File: src/rtl/lkv_pkg.sv
// Shared constants, types and codes for the LRU key-value cache.
// No dependencies; every other file refers to this package by scoped names.
package lkv_pkg;

   localparam int ENTRIES    = 16;
   localparam int RANK_W     = (ENTRIES > 1) ? $clog2(ENTRIES) : 1;
   localparam int OCC_W      = $clog2(ENTRIES + 1);
   localparam int KEY_W      = 32;
   localparam int DATA_W     = 32;
   localparam int CAP_W      = 5;
   localparam int CSR_ADDR_W = 3;
   localparam int CSR_DATA_W = 32;
   localparam int REG_IDX_W  = CSR_ADDR_W - 2;

   localparam logic [REG_IDX_W-1:0] REG_CAPACITY = REG_IDX_W'(0);
   localparam logic [CAP_W-1:0]     CAP_RESET    = CAP_W'(16);
   localparam logic [RANK_W-1:0]    RANK_MAX     = RANK_W'(ENTRIES - 1);
   localparam logic [DATA_W-1:0]    MISS_VALUE   = '1;

   localparam logic ACT_GET = 1'b0;
   localparam logic ACT_PUT = 1'b1;

   // broadcast to every cell
   typedef struct packed {
      logic                     look;
      logic                     exec;
      logic                     put;
      logic                     hit;
      logic                     evict_en;
      logic [RANK_W-1:0]        hit_rank;
      logic [RANK_W-1:0]        lru_rank;
      logic signed [KEY_W-1:0]  key;
      logic signed [DATA_W-1:0] value;
   } cmd_type;

   // lookup result rippled from cell to cell
   typedef struct packed {
      logic                     hit;
      logic [RANK_W-1:0]        rank;
      logic signed [DATA_W-1:0] data;
   } chain_type;

   typedef struct packed {
      logic valid;
      logic match;
   } stat_type;

endpackage

File: src/rtl/lkv_if.sv
// Request and response channel interfaces for the LRU key-value cache.
// Depends on lkv_pkg for field widths.
interface lkv_req_if;
   logic                              valid;
   logic                              ready;
   logic                              action;
   logic signed [lkv_pkg::KEY_W-1:0]  lookup_key;
   logic signed [lkv_pkg::DATA_W-1:0] write_value;

   modport source (output valid, action, lookup_key, write_value, input ready);
   modport sink   (input valid, action, lookup_key, write_value, output ready);
endinterface

interface lkv_rsp_if;
   logic                              valid;
   logic                              ready;
   logic                              found;
   logic signed [lkv_pkg::DATA_W-1:0] read_value;

   modport source (output valid, found, read_value, input ready);
   modport sink   (input valid, found, read_value, output ready);
endinterface

File: src/rtl/lkv_cell.sv
// One cache entry: key, data, valid and recency rank, plus its link in the
// lookup and free-slot chains. Depends on lkv_pkg.
module lkv_cell (
   input  logic               clock,
   input  logic               reset,
   input  lkv_pkg::cmd_type   cmd,
   input  lkv_pkg::chain_type chain_in,
   output lkv_pkg::chain_type chain_out,
   input  logic               taken_in,
   output logic               taken_out,
   output lkv_pkg::stat_type  stat
);

   logic                                valid_ff, valid_in;
   logic                                match_ff, match_in;
   logic [lkv_pkg::RANK_W-1:0]          rank_ff, rank_in;
   logic signed [lkv_pkg::KEY_W-1:0]    key_ff, key_in;
   logic signed [lkv_pkg::DATA_W-1:0]   data_ff, data_in;
   logic                                hit_now;
   logic                                evict;
   logic                                free;
   logic                                take;

   assign hit_now = valid_ff && (key_ff == cmd.key);

   always_comb begin
      chain_out.hit  = chain_in.hit | hit_now;
      chain_out.rank = chain_in.rank | (hit_now ? rank_ff : '0);
      chain_out.data = chain_in.data | (hit_now ? data_ff : '0);
   end

   // the least recent entry holds the highest rank, occupied count minus one
   assign evict     = cmd.evict_en && valid_ff && (rank_ff == cmd.lru_rank);
   assign free      = !valid_ff || evict;
   assign take      = cmd.put && !cmd.hit && free && !taken_in;
   assign taken_out = taken_in || free;

   assign stat.valid = valid_ff;
   assign stat.match = match_ff;

   always_comb begin
      valid_in = valid_ff;
      match_in = cmd.look ? hit_now : match_ff;
      rank_in  = rank_ff;
      key_in   = key_ff;
      data_in  = data_ff;
      if (cmd.exec) begin
         if (cmd.hit) begin
            if (match_ff) begin
               rank_in = '0;
               if (cmd.put) begin
                  data_in = cmd.value;
               end
            end else if (valid_ff && (rank_ff < cmd.hit_rank)) begin
               rank_in = rank_ff + 1'b1;
            end
         end else if (cmd.put) begin
            if (take) begin
               valid_in = 1'b1;
               key_in   = cmd.key;
               data_in  = cmd.value;
               rank_in  = '0;
            end else if (evict) begin
               valid_in = 1'b0;
               rank_in  = '0;
            end else if (valid_ff && (rank_ff != lkv_pkg::RANK_MAX)) begin
               rank_in = rank_ff + 1'b1;
            end
         end
      end
   end

   always_ff @(posedge clock) begin
      if (reset) begin
         valid_ff <= 1'b0;
         match_ff <= 1'b0;
         rank_ff  <= '0;
      end else begin
         valid_ff <= valid_in;
         match_ff <= match_in;
         rank_ff  <= rank_in;
      end
   end

   always_ff @(posedge clock) begin
      key_ff  <= key_in;
      data_ff <= data_in;
   end

endmodule

File: src/rtl/lkv_csr.sv
// APB-style register slave holding the capacity register; also produces
// the clamped capacity used by the eviction check. Depends on lkv_pkg.
module lkv_csr (
   input  logic                               clock,
   input  logic                               reset,
   input  logic                               psel,
   input  logic                               penable,
   input  logic                               pwrite,
   input  logic [lkv_pkg::CSR_ADDR_W-1:0]     paddr,
   input  logic [lkv_pkg::CSR_DATA_W-1:0]     pwdata,
   output logic [lkv_pkg::CSR_DATA_W-1:0]     prdata,
   output logic                               pready,
   output logic [lkv_pkg::OCC_W-1:0]          cap_eff
);

   logic [lkv_pkg::CAP_W-1:0] cap_ff, cap_in;
   logic                      sel_cap;
   logic [31:0]               cap_wide;

   assign pready  = 1'b1;
   assign sel_cap = (paddr[lkv_pkg::CSR_ADDR_W-1:2] == lkv_pkg::REG_CAPACITY);

   always_comb begin
      cap_in = cap_ff;
      if (psel && penable && pwrite && sel_cap) begin
         cap_in = pwdata[lkv_pkg::CAP_W-1:0];
      end
   end

   always_ff @(posedge clock) begin
      if (reset) begin
         cap_ff <= lkv_pkg::CAP_RESET;
      end else begin
         cap_ff <= cap_in;
      end
   end

   assign prdata = sel_cap ? lkv_pkg::CSR_DATA_W'(cap_ff) : '0;

   // zero acts as one, anything above the entry count saturates
   assign cap_wide = 32'(cap_ff);
   always_comb begin
      if (cap_wide == 32'd0) begin
         cap_eff = lkv_pkg::OCC_W'(1);
      end else if (cap_wide > 32'(lkv_pkg::ENTRIES)) begin
         cap_eff = lkv_pkg::OCC_W'(lkv_pkg::ENTRIES);
      end else begin
         cap_eff = lkv_pkg::OCC_W'(cap_wide);
      end
   end

endmodule

File: src/rtl/lru_key_value_cache_unit.sv
// Top level of the fully associative LRU key-value cache.
// Depends on lkv_pkg, lkv_req_if/lkv_rsp_if, lkv_cell and lkv_csr.
// Usage:
//   req carries one word per access: action (get or put), lookup_key and
//   write_value. rsp returns one word per access: found and read_value
//   (stored value on a get hit, all ones on a get miss, zero for a put).
//   The capacity register sits at byte address 0 of the APB-style port and
//   may be written only while no access is in flight.
// Timing:
//   An access passes through a lookup state, where every cell compares its key
//   and the hit, rank and data ripple down the cell row into registers, and
//   then an update state, where all cells age, evict or fill at once and the
//   response register loads. A new request is taken in the update state,
//   not in lookup, as the lookup/update pair shares the single cell row.
// Reset: all entries become invalid, the occupied count clears and the
//   capacity returns to 16. No clearing pass is needed.
// Stall: while a response waits on rsp.ready the update state holds, and
//   req.ready stays low there until the response register can be refilled.
module lru_key_value_cache_unit (
   input  logic                               clock,
   input  logic                               reset,
   lkv_req_if.sink                            req,
   lkv_rsp_if.source                          rsp,
   input  logic                               psel,
   input  logic                               penable,
   input  logic                               pwrite,
   input  logic [lkv_pkg::CSR_ADDR_W-1:0]     paddr,
   input  logic [lkv_pkg::CSR_DATA_W-1:0]     pwdata,
   output logic [lkv_pkg::CSR_DATA_W-1:0]     prdata,
   output logic                               pready
);

   typedef enum logic [2:0] {
      ST_IDLE = 3'b001,
      ST_LOOK = 3'b010,
      ST_EXEC = 3'b100
   } state_type;

   state_type                           state_ff, state_in;
   logic                                act_ff, act_in;
   logic signed [lkv_pkg::KEY_W-1:0]    key_ff, key_in;
   logic signed [lkv_pkg::DATA_W-1:0]   val_ff, val_in;
   logic                                hit_ff, hit_in;
   logic [lkv_pkg::RANK_W-1:0]          hit_rank_ff, hit_rank_in;
   logic signed [lkv_pkg::DATA_W-1:0]   hit_data_ff, hit_data_in;
   logic [lkv_pkg::OCC_W-1:0]           occ_ff, occ_in;
   logic                                rsp_valid_ff, rsp_valid_in;
   logic                                rsp_found_ff, rsp_found_in;
   logic signed [lkv_pkg::DATA_W-1:0]   rsp_value_ff, rsp_value_in;

   logic                                out_free;
   logic                                exec_go;
   logic                                accept;
   logic                                evict_en;
   logic [lkv_pkg::OCC_W-1:0]           cap_eff;
   lkv_pkg::cmd_type                    cmd;
   lkv_pkg::chain_type                  chain [0:lkv_pkg::ENTRIES];
   logic                                taken [0:lkv_pkg::ENTRIES];
   lkv_pkg::stat_type                   stat  [0:lkv_pkg::ENTRIES-1];
   logic [lkv_pkg::ENTRIES-1:0]         valid_vec;
   logic [lkv_pkg::ENTRIES-1:0]         match_vec;

   lkv_csr u_csr (
      .clock   (clock),
      .reset   (reset),
      .psel    (psel),
      .penable (penable),
      .pwrite  (pwrite),
      .paddr   (paddr),
      .pwdata  (pwdata),
      .prdata  (prdata),
      .pready  (pready),
      .cap_eff (cap_eff)
   );

   // handshake and sequencing
   assign out_free  = !rsp_valid_ff || rsp.ready;
   assign exec_go   = (state_ff == ST_EXEC) && out_free;
   assign req.ready = (state_ff == ST_IDLE) || exec_go;
   assign accept    = req.valid && req.ready;

   always_comb begin
      state_in = state_ff;
      case (state_ff)
         ST_IDLE: begin
            if (accept) begin
               state_in = ST_LOOK;
            end
         end
         ST_LOOK: begin
            state_in = ST_EXEC;
         end
         ST_EXEC: begin
            if (exec_go) begin
               state_in = accept ? ST_LOOK : ST_IDLE;
            end
         end
         default: begin
            state_in = ST_IDLE;
         end
      endcase
   end

   always_comb begin
      act_in = act_ff;
      key_in = key_ff;
      val_in = val_ff;
      if (accept) begin
         act_in = req.action;
         key_in = req.lookup_key;
         val_in = req.write_value;
      end
   end

   // cell row
   assign evict_en = (act_ff == lkv_pkg::ACT_PUT) && !hit_ff && (occ_ff >= cap_eff);

   always_comb begin
      cmd.look     = (state_ff == ST_LOOK);
      cmd.exec     = exec_go;
      cmd.put      = (act_ff == lkv_pkg::ACT_PUT);
      cmd.hit      = hit_ff;
      cmd.evict_en = evict_en;
      cmd.hit_rank = hit_rank_ff;
      cmd.lru_rank = lkv_pkg::RANK_W'(occ_ff - 1'b1);
      cmd.key      = key_ff;
      cmd.value    = val_ff;
   end

   assign chain[0] = '0;
   assign taken[0] = 1'b0;

   for (genvar i = 0; i < lkv_pkg::ENTRIES; i++) begin : g_cell
      lkv_cell u_cell (
         .clock     (clock),
         .reset     (reset),
         .cmd       (cmd),
         .chain_in  (chain[i]),
         .chain_out (chain[i+1]),
         .taken_in  (taken[i]),
         .taken_out (taken[i+1]),
         .stat      (stat[i])
      );
      assign valid_vec[i] = stat[i].valid;
      assign match_vec[i] = stat[i].match;
   end

   // capture the end of the lookup chain
   always_comb begin
      hit_in      = hit_ff;
      hit_rank_in = hit_rank_ff;
      hit_data_in = hit_data_ff;
      if (state_ff == ST_LOOK) begin
         hit_in      = chain[lkv_pkg::ENTRIES].hit;
         hit_rank_in = chain[lkv_pkg::ENTRIES].rank;
         hit_data_in = chain[lkv_pkg::ENTRIES].data;
      end
   end

   // a new key always finds a slot, so a fill adds one and an eviction takes one
   always_comb begin
      occ_in = occ_ff;
      if (exec_go && (act_ff == lkv_pkg::ACT_PUT) && !hit_ff) begin
         occ_in = occ_ff + 1'b1 - lkv_pkg::OCC_W'(evict_en);
      end
   end

   always_comb begin
      rsp_valid_in = rsp_valid_ff;
      rsp_found_in = rsp_found_ff;
      rsp_value_in = rsp_value_ff;
      if (rsp_valid_ff && rsp.ready) begin
         rsp_valid_in = 1'b0;
      end
      if (exec_go) begin
         rsp_valid_in = 1'b1;
         rsp_found_in = hit_ff;
         if (act_ff == lkv_pkg::ACT_PUT) begin
            rsp_value_in = '0;
         end else if (hit_ff) begin
            rsp_value_in = hit_data_ff;
         end else begin
            rsp_value_in = lkv_pkg::MISS_VALUE;
         end
      end
   end

   always_ff @(posedge clock) begin
      if (reset) begin
         state_ff     <= ST_IDLE;
         occ_ff       <= '0;
         rsp_valid_ff <= 1'b0;
      end else begin
         state_ff     <= state_in;
         occ_ff       <= occ_in;
         rsp_valid_ff <= rsp_valid_in;
      end
   end

   always_ff @(posedge clock) begin
      act_ff       <= act_in;
      key_ff       <= key_in;
      val_ff       <= val_in;
      hit_ff       <= hit_in;
      hit_rank_ff  <= hit_rank_in;
      hit_data_ff  <= hit_data_in;
      rsp_found_ff <= rsp_found_in;
      rsp_value_ff <= rsp_value_in;
   end

   assign rsp.valid      = rsp_valid_ff;
   assign rsp.found      = rsp_found_ff;
   assign rsp.read_value = rsp_value_ff;

`ifndef SYNTHESIS
   a_occ_tracks_valid: assert property (@(posedge clock) disable iff (reset)
      $countones(valid_vec) == 32'(occ_ff))
      else $error("occupied count differs from number of valid entries");

   a_single_match: assert property (@(posedge clock) disable iff (reset)
      (state_ff == ST_EXEC) |-> $onehot0(match_vec))
      else $error("key matched more than one entry");

   a_hit_has_match: assert property (@(posedge clock) disable iff (reset)
      (state_ff == ST_EXEC) |-> (hit_ff == (match_vec != '0)))
      else $error("registered hit disagrees with cell match flags");

   a_exec_loads_rsp: assert property (@(posedge clock) disable iff (reset)
      exec_go |=> rsp_valid_ff)
      else $error("update cycle did not load a response");
`endif

endmodule

File: src/flat_wrapper.sv
// flat-port wrapper written by rule: the top's interface ports become plain ports
module lru_key_value_cache_unit_flat 
  (clock, reset, psel, penable, pwrite, paddr, pwdata, prdata, pready, req_valid, req_action, req_lookup_key, req_write_value, req_ready, rsp_valid, rsp_found, rsp_read_value, rsp_ready);
  lkv_req_if req_i ();
  lkv_rsp_if rsp_i ();
  input  logic clock;
  input  logic reset;
  input  logic psel;
  input  logic penable;
  input  logic pwrite;
  input  logic [lkv_pkg::CSR_ADDR_W-1:0] paddr;
  input  logic [lkv_pkg::CSR_DATA_W-1:0] pwdata;
  output logic [lkv_pkg::CSR_DATA_W-1:0] prdata;
  output logic pready;
  input wire logic [$bits(req_i.valid)-1:0] req_valid;
  input wire logic [$bits(req_i.action)-1:0] req_action;
  input wire logic [$bits(req_i.lookup_key)-1:0] req_lookup_key;
  input wire logic [$bits(req_i.write_value)-1:0] req_write_value;
  output wire logic [$bits(req_i.ready)-1:0] req_ready;
  output wire logic [$bits(rsp_i.valid)-1:0] rsp_valid;
  output wire logic [$bits(rsp_i.found)-1:0] rsp_found;
  output wire logic [$bits(rsp_i.read_value)-1:0] rsp_read_value;
  input wire logic [$bits(rsp_i.ready)-1:0] rsp_ready;
  assign req_i.valid = req_valid;
  assign req_i.action = req_action;
  assign req_i.lookup_key = req_lookup_key;
  assign req_i.write_value = req_write_value;
  assign req_ready = req_i.ready;
  assign rsp_valid = rsp_i.valid;
  assign rsp_found = rsp_i.found;
  assign rsp_read_value = rsp_i.read_value;
  assign rsp_i.ready = rsp_ready;
  lru_key_value_cache_unit u_core (.clock(clock), .reset(reset), .req(req_i), .rsp(rsp_i), .psel(psel), .penable(penable), .pwrite(pwrite), .paddr(paddr), .pwdata(pwdata), .prdata(prdata), .pready(pready));
endmodule
File: config.mk
export PLATFORM = sky130hd
export DESIGN_NAME = lru_key_value_cache_unit_flat
export DESIGN_NICKNAME = d
export VERILOG_FILES = /design/src/rtl/lkv_pkg.sv /design/src/rtl/lkv_if.sv /design/src/rtl/lkv_cell.sv /design/src/rtl/lkv_csr.sv /design/src/rtl/lru_key_value_cache_unit.sv /design/src/flat_wrapper.sv
export SDC_FILE = /design/constraint.sdc
export NUM_CORES = 2
export LEC_CHECK = 0
export BUFFER_PORTS_ARGS = -buffer_cell sky130_fd_sc_hd__buf_2
export CAP_MARGIN = 20
export CORE_MARGIN = 2
export CORE_UTILIZATION = 30
export CTS_CLUSTER_DIAMETER = 40
export DETAILED_ROUTE_END_ITERATION = 16
export GPL_TIMING_DRIVEN = 1
export SLEW_MARGIN = 20
export SYNTH_ARGS = -nofsm -noshare
export SYNTH_HDL_FRONTEND = slang
export SYNTH_HIERARCHICAL = 1
export SYNTH_SLANG_ARGS = --single-unit
File: constraint.sdc
create_clock -name clock -period 9.3 [get_ports clock]
set_input_delay 0 -clock clock [delete_from_list [all_inputs] [get_ports clock]]
set_output_delay 0 -clock clock [all_outputs]
set_load 0.02 [all_outputs]
==> reports/metrics.csv <==
stage,metric,value,unit
status,status,"finished, final reports clean",
hold_path,Hold Crit Class,primary input to flip-flop,
power,sw frac,21.8,%
die,Starting Density,30.2,%
worst_setup_path,CP required,9710,ps
synth,Synth Warn #,6,
cts,clock root buffer,clkbuf_16,
worst_setup_path,crit path DAT,8000,ps
cts,clk buf depth,3,
cts,Worst-path clk slew,50,ps
worst_setup_path,R2R cell count,38,
grt,first-pass GRT wire length,204000,µm
cts,clk_lat worst skew,800,ps
place,Inst Count DP,6497,
place,input/output buffers,117,
final_layout,Layout Nets,4530,
sta,skew final,26.3,ps
sta,final hold vios,0,
hold_path,hold path start,rsp_ready,
sta,Post-Route Setup TNS,0,ps
die,Die ar.,188000,µm²
power,Comb pwr share,4.0,%
sta,Slew @ Worst Pin,1120,ps
grt,vias in the first global route,33300,
place,GPL Wtd Cong,0.789,
worst_setup_path,CP max stage cell,buf_4,
worst_setup_path,CP Capture Type,flip-flop,
synth,mapped cell area,55200,µm²
worst_setup_path,Crit path largest cell delay,490,ps
cts,CTS H-tree lvls,4,
grt,largest net degree at the start of global routing,77,
die,Die X,433,µm
sta,Hold WS,180,ps
route,Total Wirelength,135000,µm
final_layout,non-filler instance count after layout,6951,
cts,clock sink count,1269,
place,DP Wirelength,80300,µm
sta,max_slew headroom,25.6,%
hold_path,hold endpoint,u_core/state_ff[2],
worst_setup_path,Crit path max-delay family,simple AND/OR/NAND/NOR gates,
power,P_int,10.5,mW
final_layout,# fillers,17400,
power,Static Leakage,24.9,nW
worst_setup_path,CP Max Fanout,32,
sta,post-route clock period utilization,81.6,%
die,core area,183000,µm²
run,# Max-Cap Violations,0,
sta,RSZ-0062 raised after global routing,no,
route,Residual DRC,0,
power,cell area power density,200,nW/µm²
power,Clock power frac,48.8,%
power,Switch Pwr,2.92,mW
worst_setup_path,flop-to-flop setup slack,1720,ps
cts,CTS Buf Count,166,
route,First DRT Iteration DRCs,2211,
synth,Syn Area/Cell,14.4,µm²
cts,# resized after CTS,0,
worst_setup_path,Crit Path Class,flip-flop to flip-flop,
worst_setup_path,"Buf+Inv Stages, Crit Path",15,
route,via/cell ratio,4.78,
synth,Syn Inst Count,3844,
die,# IOs,175,
worst_setup_path,RR Startpoint,u_core/occ_ff[0],
final_layout,share of cells above drive strength 1,14.5,%
worst_setup_path,CP Launch Type,flip-flop,
route,wire per inst,19.4,µm
die,Die Ht,433,µm
route,DRT antenna net count,0,
worst_setup_path,launch point of the worst path,u_core/occ_ff[0],
sta,max frequency,132,MHz
sta,Finish-stage setup viols,0,
grt,remaining global-route overflow,0,
sta,Final Slew Violations,0,
cts,CTS tree,built,
route,vias,33200,
grt,GRT Total Usage,14.2,%
grt,initial antenna violation count,8,
final_layout,Area Overhead vs Synth,21.5,%
sta,Tmin final,7580,ps
die,cell row count,157,
power,sequential fraction of design power,47.2,%
power,Peak supply drop,173,µV
route,drt pass-1 iters,5,
hold_path,cell depth of the worst hold path,5,
worst_setup_path,worst r2r dst,u_core/g_cell[15].u_cell/data_ff[21],
## final cells by class
cell class,instances,area (µm²),share of cell area (%)
Timing Repair Buffer,369,2940,4.38
Inverter,152,571,0.850
Clock buffer,194,4350,6.48
Tap cell,2464,3080,4.59
Multi-Input combinational cell,2389,17800,26.5
Clock inverter,112,1380,2.06
Sequential cell,1269,37000,55.1
Antenna cell,2,5.00,0.00746
## power groups by stage
stage                     Clock [mW]  Sequential, mW  Combinational, mW
after floorplan                    0            6.49              0.263
after global placement             0            6.45              0.482
after detailed placement           0            6.46              0.489
after CTS                       6.69            6.34              0.537
after global routing            6.93            6.34              0.584
final                           6.55            6.34              0.531
## cell usage in the layout (no fill, tap or decap), types with 15 or more instances in the layout
master	instances
edfxtp_1	1159
a21o_1	552
xor2_1	316
xnor2_1	226
clkbuf_16	168
inv_1	152
dlygate4sd3_1	143
a21oi_1	120
buf_2	116
dfxtp_1	110
nand2_1	109
buf_4	105
nor2b_1	77
ha_1	76
nor4_1	76
nand4_1	76
nand3_1	71
conb_1	70
nor2_1	63
nand2b_1	60
o21ai_0	44
or3_1	34
a21oi_4	28
a211oi_1	24
a21o_2	24
or3b_1	24
o21a_1	24
bufinv_16	21
clkbuf_1	21
or2_2	20
mux2i_1	19
nor3_1	18
clkinv_2	17
o31ai_1	17
inv_6	16
a31oi_1	16
o32ai_1	16
clkinv_1	15
clkinvlp_4	15
## metrics by stage
step	total power [mW]	instance area [µm²]	util, %	setup WS [ps]
6_report	13.4	67100	36.7	1720
5_1_grt	13.9	67100	36.7	1130
4_1_cts	13.6	67000	36.6	1850
3_5_place_dp	6.95	59900	32.7	1890
3_3_place_gp	6.94	59800	32.7	1930
2_1_floorplan	6.75	55500	-	796
## routing by layer
metal	share of wire [%]	routed length (µm)	GRT usage, %	vias to the layer above
met5	0.024	33	0	-
met4	2.5	3390	4.67	4
met3	4.9	6560	2.38	203
met2	48	64200	23.7	831
met1	45	60600	18.8	16800
li1	-	-	-	15400
## registers in the layout, indices dropped and copies added (netlist names), 3 cells and up
signal,count
u_core/g_cell.u_cell/data_ff,512
u_core/g_cell.u_cell/key_ff,512
u_core/g_cell.u_cell/rank_ff,64
u_core/hit_data_ff,32
u_core/key_ff,32
u_core/rsp.read_value,32
u_core/val_ff,32
u_core/g_cell.u_cell/match_ff,16
u_core/g_cell.u_cell/valid_ff,16
u_core/occ_ff,5
u_core/u_csr/cap_ff,5
u_core/hit_rank_ff,4
u_core/state_ff,3
## what timing repair did
action	CTS	global route
endpoints found under the hold margin	135	0
hold buffers	143	0
buffers inserted	0	0
## worst register-to-register path, delay by kind of cell, from the launching register on
kind / cells / cell delay (ps)
simple gates: 17 / 3250
flops: 1 / 330
fa+ha+maj: 1 / 280
xor+xnor: 2 / 270
buf+inv: 15 / 2580
compound gates: 3 / 460
## how the worst max path moves through the flow
stage	end	slack, ps	cells past startpoint
floorplan	u_core/g_cell[15].u_cell/key_ff[0]	800	34
global placement	u_core/g_cell[15].u_cell/data_ff[29]	1930	38
detailed placement	u_core/g_cell[15].u_cell/key_ff[16]	1890	37
CTS	u_core/g_cell[15].u_cell/key_ff[16]	1850	37
global route	u_core/g_cell[15].u_cell/data_ff[21]	1130	38
finish	u_core/g_cell[15].u_cell/data_ff[21]	1720	38
Note: power is estimated with default switching activity, not from simulation.
